$ cat config.mk
export PLATFORM = sky130hd
export DESIGN_NAME = stuffed_frame_receiver_crc16
export DESIGN_NICKNAME = d
export VERILOG_FILES = /design/src/rtl/sfrc_pkg.sv /design/src/rtl/stuffed_frame_receiver_crc16.sv
export SDC_FILE = /design/constraint.sdc
export NUM_CORES = 1
export LEC_CHECK = 0
export ABC_AREA = 1
export BUFFER_PORTS_ARGS = -buffer_cell sky130_fd_sc_hd__buf_2
export CAP_MARGIN = 10
export CORE_AREA = 2 2 97 99
export CTS_BUF_LIST = sky130_fd_sc_hd__clkbuf_8
export DETAILED_ROUTE_END_ITERATION = 7
export DIE_AREA = 0 0 99 101
export PLACE_DENSITY = 0.67
export SYNTH_ARGS = -nofsm -noshare
export SYNTH_HDL_FRONTEND = slang
export SYNTH_SLANG_ARGS = --single-unit
export TNS_END_PERCENT = 20
$ cat constraint.sdc
create_clock -name clk -period 2.85 [get_ports clk]
set_input_delay 0.57 -clock clk [delete_from_list [all_inputs] [get_ports clk]]
set_output_delay 0.57 -clock clk [all_outputs]
set_load 0.1 [all_outputs]
$ cat src/rtl/sfrc_pkg.sv
`timescale 1ns / 1ps

package sfrc_pkg;

	localparam logic [7:0] START_BYTE  = 8'h0F;
	localparam logic [7:0] END_BYTE    = 8'h04;
	localparam logic [7:0] ESCAPE_BYTE = 8'h05;
	localparam logic [15:0] CRC_INIT   = 16'hFFFF;

	typedef enum logic [2:0] {
		MODE_HUNT1   = 3'd0,
		MODE_HUNT2   = 3'd1,
		MODE_COLLECT = 3'd2,
		MODE_ESCAPE  = 3'd3,
		MODE_HALT    = 3'd4
	} rx_mode_t;

	typedef enum logic [2:0] {
		ST_OK               = 3'd0,
		ST_BAD_CRC          = 3'd1,
		ST_UNEXPECTED_START = 3'd2,
		ST_OVERRUN          = 3'd3,
		ST_TOO_SHORT        = 3'd4
	} status_t;

	typedef enum logic {
		KIND_BYTE   = 1'b0,
		KIND_REPORT = 1'b1
	} kind_t;

	typedef struct packed {
		kind_t      kind;
		logic [7:0] byte_index;
		logic [7:0] byte_value;
		status_t    status;
		logic [7:0] payload_len;
	} result_t;

	// crc-16/ccitt, poly 0x1021, msb first, one byte
	function automatic logic [15:0] crc_update(input logic [15:0] crc, input logic [7:0] b);
		logic [15:0] c;
		c = {crc[7:0], crc[15:8]};
		c = c ^ {8'h00, b};
		c = c ^ {12'h000, c[7:4]};
		c = c ^ {c[3:0], 12'h000};
		c = c ^ {3'b000, c[7:0], 5'b00000};
		return c;
	endfunction

endpackage

$ cat src/rtl/stuffed_frame_receiver_crc16.sv
`timescale 1ns / 1ps

// channel  dir  tdata                                      tuser
// s_axis   in   [7:0] rx_byte                              -
// m_axis   out  [7:0] byte_index, [15:8] byte_value,       [0] kind
//               [18:16] status, [26:19] payload_len
//
// one byte per cycle sustained while the output does not stall; an input transfer reaches the
// result through the input register, then the mode/crc logic into the result register
// reset: hunting the first start byte, count zero, crc 0xffff, no result held
// a held result stalls input only when the next byte also gives a result
// after any error report the block takes bytes and ignores them until reset

module stuffed_frame_receiver_crc16 #(
	parameter int BUFFER_BYTES = 256
) (
	input  logic        clk,
	input  logic        arst_n,
	input  logic        s_tvalid,
	output logic        s_tready,
	input  logic [7:0]  s_tdata,   // [7:0] rx_byte
	output logic        m_tvalid,
	input  logic        m_tready,
	output logic [31:0] m_tdata,   // byte_index, byte_value, status, payload_len, zero pad
	output logic        m_tuser    // kind
);

	localparam int CNT_W = $clog2(BUFFER_BYTES + 1);
	localparam int EXT_W = (CNT_W > 8) ? CNT_W : 8;

	logic                valid_s1;
	logic [7:0]          byte_s1;
	sfrc_pkg::rx_mode_t  mode_q, mode_d;
	logic [CNT_W-1:0]    count_q, count_d;
	logic [15:0]         crc_q, crc_d;
	sfrc_pkg::result_t   res_q, res_d;
	logic                out_valid_q;
	logic                res_valid;
	logic                fire;
	logic                do_store, do_end, overrun;
	logic [EXT_W-1:0]    count_ext, plen_ext;

	assign count_ext = EXT_W'(count_q);
	assign plen_ext  = count_ext - EXT_W'(2);

	// decode shared by next state and result
	always_comb begin
		do_store = 1'b0;
		do_end   = 1'b0;
		case (mode_q)
			sfrc_pkg::MODE_COLLECT: begin
				do_end   = (byte_s1 == sfrc_pkg::END_BYTE);
				do_store = (byte_s1 != sfrc_pkg::END_BYTE) &&
				           (byte_s1 != sfrc_pkg::START_BYTE) &&
				           (byte_s1 != sfrc_pkg::ESCAPE_BYTE);
			end
			sfrc_pkg::MODE_ESCAPE: begin
				do_store = 1'b1;
			end
			default: begin
				do_store = 1'b0;
			end
		endcase
		overrun = do_store && (count_q == CNT_W'(BUFFER_BYTES));
	end

	// next state
	always_comb begin
		mode_d  = mode_q;
		count_d = count_q;
		crc_d   = crc_q;
		case (mode_q)
			sfrc_pkg::MODE_HUNT1: begin
				if (byte_s1 == sfrc_pkg::START_BYTE) begin
					mode_d = sfrc_pkg::MODE_HUNT2;
				end
			end
			sfrc_pkg::MODE_HUNT2: begin
				if (byte_s1 == sfrc_pkg::START_BYTE) begin
					mode_d  = sfrc_pkg::MODE_COLLECT;
					count_d = '0;
					crc_d   = sfrc_pkg::CRC_INIT;
				end else begin
					mode_d = sfrc_pkg::MODE_HUNT1;
				end
			end
			sfrc_pkg::MODE_COLLECT, sfrc_pkg::MODE_ESCAPE: begin
				if (do_store) begin
					if (overrun) begin
						mode_d = sfrc_pkg::MODE_HALT;
					end else begin
						mode_d  = sfrc_pkg::MODE_COLLECT;
						count_d = count_q + CNT_W'(1);
						crc_d   = sfrc_pkg::crc_update(crc_q, byte_s1);
					end
				end else if (do_end) begin
					if (count_q == CNT_W'(1)) begin
						mode_d = sfrc_pkg::MODE_HALT;
					end else if (count_q > CNT_W'(2) && crc_q != 16'h0000) begin
						mode_d = sfrc_pkg::MODE_HALT;
					end else begin
						mode_d = sfrc_pkg::MODE_HUNT1;
					end
				end else if (byte_s1 == sfrc_pkg::ESCAPE_BYTE) begin
					mode_d = sfrc_pkg::MODE_ESCAPE;
				end else begin
					mode_d = sfrc_pkg::MODE_HALT;
				end
			end
			default: begin
				mode_d = sfrc_pkg::MODE_HALT;
			end
		endcase
	end

	// result
	always_comb begin
		res_valid         = 1'b0;
		res_d.kind        = sfrc_pkg::KIND_REPORT;
		res_d.byte_index  = 8'h00;
		res_d.byte_value  = 8'h00;
		res_d.status      = sfrc_pkg::ST_OK;
		res_d.payload_len = 8'h00;
		if (do_store) begin
			res_valid = 1'b1;
			if (overrun) begin
				res_d.status = sfrc_pkg::ST_OVERRUN;
			end else begin
				res_d.kind       = sfrc_pkg::KIND_BYTE;
				res_d.byte_index = count_ext[7:0];
				res_d.byte_value = byte_s1;
			end
		end else if (do_end) begin
			res_valid = 1'b1;
			if (count_q == CNT_W'(1)) begin
				res_d.status = sfrc_pkg::ST_TOO_SHORT;
			end else if (count_q != '0) begin
				res_d.payload_len = plen_ext[7:0];
				if (count_q > CNT_W'(2) && crc_q != 16'h0000) begin
					res_d.status = sfrc_pkg::ST_BAD_CRC;
				end
			end
		end else if (mode_q == sfrc_pkg::MODE_COLLECT &&
		             byte_s1 == sfrc_pkg::START_BYTE) begin
			res_valid    = 1'b1;
			res_d.status = sfrc_pkg::ST_UNEXPECTED_START;
		end
	end

	assign fire     = valid_s1 && (!res_valid || !out_valid_q || m_tready);
	assign s_tready = !valid_s1 || fire;

	always_ff @(posedge clk or negedge arst_n) begin
		if (!arst_n) begin
			valid_s1    <= 1'b0;
			mode_q      <= sfrc_pkg::MODE_HUNT1;
			count_q     <= '0;
			crc_q       <= sfrc_pkg::CRC_INIT;
			out_valid_q <= 1'b0;
		end else begin
			if (s_tready) begin
				valid_s1 <= s_tvalid;
			end
			if (fire) begin
				mode_q  <= mode_d;
				count_q <= count_d;
				crc_q   <= crc_d;
			end
			if (fire && res_valid) begin
				out_valid_q <= 1'b1;
			end else if (m_tready) begin
				out_valid_q <= 1'b0;
			end
		end
	end

	always_ff @(posedge clk) begin
		if (s_tready && s_tvalid) begin
			byte_s1 <= s_tdata;
		end
		if (fire && res_valid) begin
			res_q <= res_d;
		end
	end

	assign m_tvalid = out_valid_q;
	assign m_tuser  = res_q.kind;
	assign m_tdata  = {5'b00000, res_q.payload_len, res_q.status,
	                   res_q.byte_value, res_q.byte_index};

	a_halt_sticks: assert property (@(posedge clk) disable iff (!arst_n)
		mode_q == sfrc_pkg::MODE_HALT |=> mode_q == sfrc_pkg::MODE_HALT)
		else $error("left halted mode without reset");

	a_count_bound: assert property (@(posedge clk) disable iff (!arst_n)
		count_q <= CNT_W'(BUFFER_BYTES))
		else $error("stored count beyond buffer size");

	a_no_overwrite: assert property (@(posedge clk) disable iff (!arst_n)
		fire && res_valid |-> !out_valid_q || m_tready)
		else $error("held result overwritten");

	a_byte_status_ok: assert property (@(posedge clk) disable iff (!arst_n)
		out_valid_q && res_q.kind == sfrc_pkg::KIND_BYTE |->
		res_q.status == sfrc_pkg::ST_OK && res_q.payload_len == 8'h00)
		else $error("stored byte carries report fields");

endmodule

# After elaboration in Yosys (flattened, before gate mapping)
# Index checks and enable logic that the tools add are counted.
dict set report word_totals {
  word_cells 92
  ff_bits 66
  output_inout_bits 35
}
dict set report classes {
  eq_ne 15
  n_bitwise 7
  magnitude_cmp 1
  n_addsub 2
  mux 32
  reduce_logical 24
}
# op n
set op_table {}
lappend op_table {{16-bit 2-to-1 mux} 3}
lappend op_table {{16-bit one-hot mux with 2 select lines} 1}
lappend op_table {{3-bit 2-to-1 mux} 10}
lappend op_table {{9-bit 2-to-1 mux} 3}
lappend op_table {{9-bit one-hot mux with 2 select lines} 1}
lappend op_table {{17-bit 2-to-1 mux} 1}
lappend op_table {{8-bit by 3-bit equality test with 1-bit output (second input constant)} 2}
lappend op_table {{8-bit by 3-bit != test with 1-bit output (second input constant)} 2}
lappend op_table {{16-bit nonzero test} 1}
lappend op_table {{16-bit by 13-bit bitwise XOR with 16-bit output} 1}
lappend op_table {{16-bit bitwise XOR} 1}
lappend op_table {{16-bit by 4-bit bitwise XOR with 16-bit output} 1}
lappend op_table {{16-bit by 8-bit bitwise XOR with 16-bit output} 1}
lappend op_table {{11-bit 2-to-1 mux} 1}
lappend op_table {{9-bit by 1-bit adder with 9-bit output (second input constant)} 1}
lappend op_table {{9-bit by 1-bit equality test with 1-bit output (second input constant)} 1}
lappend op_table {{9-bit equality test (second input constant)} 1}
lappend op_table {{9-bit by 2-bit > comparator with 1-bit output (second input constant)} 1}
lappend op_table {{3-bit one-hot mux with 3 select lines} 1}
lappend op_table {{9-bit nonzero test} 1}
lappend op_table {{8-bit by 4-bit equality test with 1-bit output (second input constant)} 1}
lappend op_table {{1-bit logical AND} 8}
lappend op_table {{2-bit != test (second input constant)} 4}
lappend op_table {{8-bit by 4-bit != test with 1-bit output (second input constant)} 1}
lappend op_table {{15 further kinds} 32}

# Logic depth before layout (Yosys ltp)
dict set report depth {
  ltp_word 11
  depth_mapped 13
}

# Least setup slack after synthesis
# Ideal clock, no wire load.
dict set report synth_timing {
  kind {register -> register}
  start {register out_valid_q (netlist: m_tvalid)}
  end {register byte_s1[0], enable pin}
  stages_incl_launch_ff 6
  required_ns 2.571
  arrival_ns 2.448
  synth_period_minus_slack_ns 2.726
  setup_slack_ns 0.124
  cell_sequence {dfrtp_1 > inv_1 > nor2_1 > nand3_1 > nand2_1 > inv_1}
}
dict set report synth_between {
  elab_chain_len 6
}
# element line_no
set synth_lines {}
lappend synth_lines {{start, declared} stuffed_frame_receiver_crc16.sv:37} ;# logic out_valid_q;
lappend synth_lines {{start signal, assigned} stuffed_frame_receiver_crc16.sv:159} ;# out_valid_q <= 1'b0;
lappend synth_lines {{start signal, assigned} stuffed_frame_receiver_crc16.sv:170} ;# out_valid_q <= 1'b1;
lappend synth_lines {{start signal, assigned} stuffed_frame_receiver_crc16.sv:172} ;# out_valid_q <= 1'b0;
lappend synth_lines {{1-bit zero test} stuffed_frame_receiver_crc16.sv:150} ;# assign fire = valid_s1 && (!res_valid || !out_valid_q || m_tready);
lappend synth_lines {{1-bit logical OR (2 in series)} stuffed_frame_receiver_crc16.sv:150}
lappend synth_lines {{1-bit logical AND} stuffed_frame_receiver_crc16.sv:150}
lappend synth_lines {{1-bit logical OR} stuffed_frame_receiver_crc16.sv:151} ;# assign s_tready = !valid_s1 || fire;
lappend synth_lines {{net s_tready} stuffed_frame_receiver_crc16.sv:20} ;# output logic s_tready,
lappend synth_lines {{1-bit logical AND} stuffed_frame_receiver_crc16.sv:178} ;# if (s_tready && s_tvalid) begin
lappend synth_lines {{end signal, assigned} stuffed_frame_receiver_crc16.sv:179} ;# byte_s1 <= s_tdata;
lappend synth_lines {{end, declared} stuffed_frame_receiver_crc16.sv:32} ;# logic [7:0] byte_s1;
# The timed path passes the listed nets, and every way through them passes these cells.
# A chain may end at the register's enable or synchronous reset.

# Worst setup path after layout
dict set report layout_timing {
  start {register byte_s1[4]}
  end {output port s_tready}
}
dict set report layout_between {
  elab_chain_len 10
  word_cells_on_any_way 18
  classes_between {5 x eq/ne; 5 x mux; 8 x reduce/logical}
}
# element line_no
set layout_lines {}
lappend layout_lines {{8-bit by 3-bit != test with 1-bit output (tied with other cells)} stuffed_frame_receiver_crc16.sv:53} ;# do_store = (byte_s1 != sfrc_pkg::END_BYTE) &&
lappend layout_lines {{1-bit logical AND (on tied branches)} {stuffed_frame_receiver_crc16.sv:53, stuffed_frame_receiver_crc16.sv:143}}
lappend layout_lines {{1-bit logical AND or 1-bit 2-to-1 mux (tied branches)} {stuffed_frame_receiver_crc16.sv:54, stuffed_frame_receiver_crc16.sv:143}}
lappend layout_lines {{1-bit one-hot mux with 2 select lines or 1-bit 2-to-1 mux (tied branches)} {stuffed_frame_receiver_crc16.sv:50, stuffed_frame_receiver_crc16.sv:133}}
lappend layout_lines {{1-bit 2-to-1 mux *} stuffed_frame_receiver_crc16.sv:124} ;# if (do_store) begin
lappend layout_lines {{1-bit zero test *} stuffed_frame_receiver_crc16.sv:150}
lappend layout_lines {{1-bit logical OR * (2 in series)} stuffed_frame_receiver_crc16.sv:150}
lappend layout_lines {{1-bit logical AND *} stuffed_frame_receiver_crc16.sv:150}
lappend layout_lines {{1-bit logical OR *} stuffed_frame_receiver_crc16.sv:151}
lappend layout_lines {{end, declared} stuffed_frame_receiver_crc16.sv:20}
# Mark *: on every way between the ends. The rest lies on a longest branch, timed or not.

==> impl_metrics.tcl <==
set metrics [dict create \
    startpoint_type "flop" \
    core_area_um2 8980 \
    cts_root_buf "clkbuf_8" \
    post_synth_inst_count 417 \
    wire_per_inst_um 12.2 \
    netlist.top_cell.by_area "edfxtp_1" \
    routed_wl_mm 7.00 \
    detail_route.drc_violations 0 \
    p_leak_nw 1.95 \
    clock_tree_from_tritoncts "done" \
    track_usage 0.153 \
    first_pass_detailed_route_iteration_total 6 \
    die-area_um2 10000 \
    slew_violations 0 \
    place.gp.congestion 0.822 \
    synth_sequential_area_ratio 0.526 \
    critPathArrivalTime_ns 2.01 \
    synth_compound_area_frac 0.0263 \
    cts-resized-gates 0 \
    maximum_ir_drop_on_the_vdd_rail_uv 259 \
    synth_seq_cells 66 \
    std_cell_rows 35 \
    worst_clock_skew_ns 0.00994 \
    pin_count_of_the_biggest_net_entering_global_routing 31 \
    syn-cell-area_um2 3520 \
    pwr_density_cell_nw_per_um2 458 \
    cts_buffers 9 \
    areaGrowthSynthToFinish_pct 12.3 \
    io_buffers 41 \
    achievable_frequency_ghz 0.387 \
    synthXorXnorAreaFrac 0.0348 \
    largest_driver_fanout_on_the_critical_path 3 \
    synth_ff_type "edfxtp_1" \
    fraction_of_the_mapped_netlist_area_in_adder_cells 0.0213 \
    synth_area_leaders "edfxtp_1 31%, nand2_1 14%, dfstp_2 12%" \
    dr.first_iter.drc_count 157 \
    drv_cap 0 \
    vias 2766 \
    outcome "complete, no violations" \
    diodes 0 \
    crit_path_end_kind "output pin" \
    clockBufferDepth 2 \
    final_layout_size_suffix_gt1_frac 0.194 \
    worst_pin_slew_ns 0.655 \
    max-slew-margin-rel 0.564 \
    cts_setup_buffers 0 \
    number_of_global_route_vias_before_repair 2700 \
    postRouteAntennaNets 0 \
    synth_cell_type_count 32 \
    min_period_over_period 0.907 \
    clock_sink_count 66 \
    final.min_clock_period_ns 2.58 \
    rsz0062_at_grt "no" \
    final_hold_violation_count 0 \
    final_cell_mix "127 x nand2_1, 53 x nor2_1, 47 x nand3_1" \
    fin_nets 476 \
    avgViaCountPerCell 4.82 \
    final.hold.worst_slack_ns 0.254 \
    die_width_um 99 \
    yosys.area_share.simple 0.304 \
    num_io_pins 47 \
    dieHeight_um 101 \
    total_negative_setup_slacks_ns 0 \
    grt_antenna_before_repair 0 \
    cts.hold.buffers_added 0 \
    timing.final.setup_violations 0 \
    clock_tree.htree_level_count 3 \
    grt_overflow_total 0 \
    layout.cells.most_common "nand2_1" \
    hpwl_mm 5.15 \
    worst-setup-path-type "reg2out" \
    grt_first_pass_wirelength_mm 12.2 \
    final.fill_count 881 \
    multiplexer_share_of_the_synthesized_area 0 \
    clock_insertion_delay_worst_skew_ns 0.34 \
    synth_top_area_frac 0.307 \
    post_synth_edffs 36 \
    power_mw 1.81 \
    cts.reportedPaths.clkPinSlew_ns 0.07 \
    synth.avg_cell_area_um2 8.45 \
    synthesis.yosys.warnings 0 \
    critical_path_required_ns 2.28 \
    min_path_type "in2async" \
    initial_core_util 0.392 \
    synth_top_family_by_area "simple AND/OR/NAND/NOR gates" \
    synth-async-reset-ratio 0.455 \
]
==> registers in the layout, indices dropped and copies added, names as in the netlist <==
signal     count
m_tdata       27
valid_s1       1
byte_s1        8
mode_q         3
count_ext      9
crc_q         16
m_tvalid       1
m_tuser        1
==> per-layer routing <==
| metal | global-route usage | wire length (µm) |
|---|---|---|
| met5 | 0 | 0 |
| met4 | 0.0558 | 82 |
| met3 | 0.0409 | 288 |
| met2 | 0.260 | 3420 |
| met1 | 0.188 | 3210 |
==> cell usage after synthesis (4+ instances only) <==
| library cell | n |
|---|---|
| inv_1 | 42 |
| buf_2 | 5 |
| xnor2_1 | 10 |
| nand2_1 | 127 |
| edfxtp_1 | 36 |
| dfstp_2 | 16 |
| buf_4 | 10 |
| nand3_1 | 47 |
| xor2_1 | 4 |
| a21oi_1 | 9 |
| dfrtp_1 | 14 |
| nor2_1 | 53 |
| o21ai_0 | 4 |
| ha_1 | 6 |
==> through the flow <==
| stage | setup WS, ns | util | instances | cell area, µm² |
|---|---|---|---|---|
| floorplan | 0.124 | - | 421 | 3540 |
| global placement | 0.658 | 0.422 | 558 | 3790 |
| detailed placement | 0.573 | 0.422 | 558 | 3790 |
| CTS | 0.271 | 0.441 | 574 | 3960 |
| global route | 0.0787 | 0.441 | 574 | 3960 |
| finish | 0.266 | 0.441 | 574 | 3960 |
==> power breakdown <==
group	internal, mW	switching (mW)	total (mW)
logic	0.0296	0.0911	0.121
registers	1.01	0.0108	1.03
clock network	0.327	0.340	0.667
==> final timing paths <==
path,from,endpoint,slack (ns),cells past startpoint
max in group asynchronous,arst_n,valid_s1$_DFFE_PN0P_,2.16,1
max,byte_s1[4]$_DFFE_PP_,s_tready,0.27,10
max reg2reg,byte_s1[4]$_DFFE_PP_,m_tdata[1]$_SDFFCE_PP0P_,0.53,12
min reg2reg,crc_q[3]$_DFFE_PN1P_,crc_q[3]$_DFFE_PN1P_,0.47,2
min in group clk,s_tdata[4],byte_s1[4]$_DFFE_PP_,0.41,1
min,arst_n,count_ext[5]$_DFFE_PN0P_,0.25,1
==> kinds of logic after synthesis <==
| kind of cell | Yosys count |
|---|---|
| compound gates | 16 |
| flops | 66 |
| simple gates | 249 |
| other cells | 1 |
| buf+inv | 65 |
| fa+ha+maj | 6 |
| xor+xnor | 14 |
==> cell type report <==
cell class | instances | area, µm² | share of cell area
clock buffers | 10 | 138 | 0.0348
clock inverters | 6 | 28.8 | 0.00727
inverters | 47 | 179 | 0.0452
multi-input cells | 290 | 1380 | 0.349
flip-flops and latches | 66 | 1850 | 0.468
well taps | 111 | 139 | 0.0351
repair buffers | 44 | 240 | 0.0607
==> worst max-delay path, cell delays in order, from the launching register on <==
cell and delay (ns):
edfxtp_1 0.44, nor2_1 0.15, nand2_1 0.10, inv_1 0.08, nand2_1 0.08, inv_2 0.08, nand3_2 0.09, nand2_1 0.07
inv_1 0.05, nand3_1 0.10, buf_2 0.44
No activity file was read; power rests on OpenSTA's default activity.
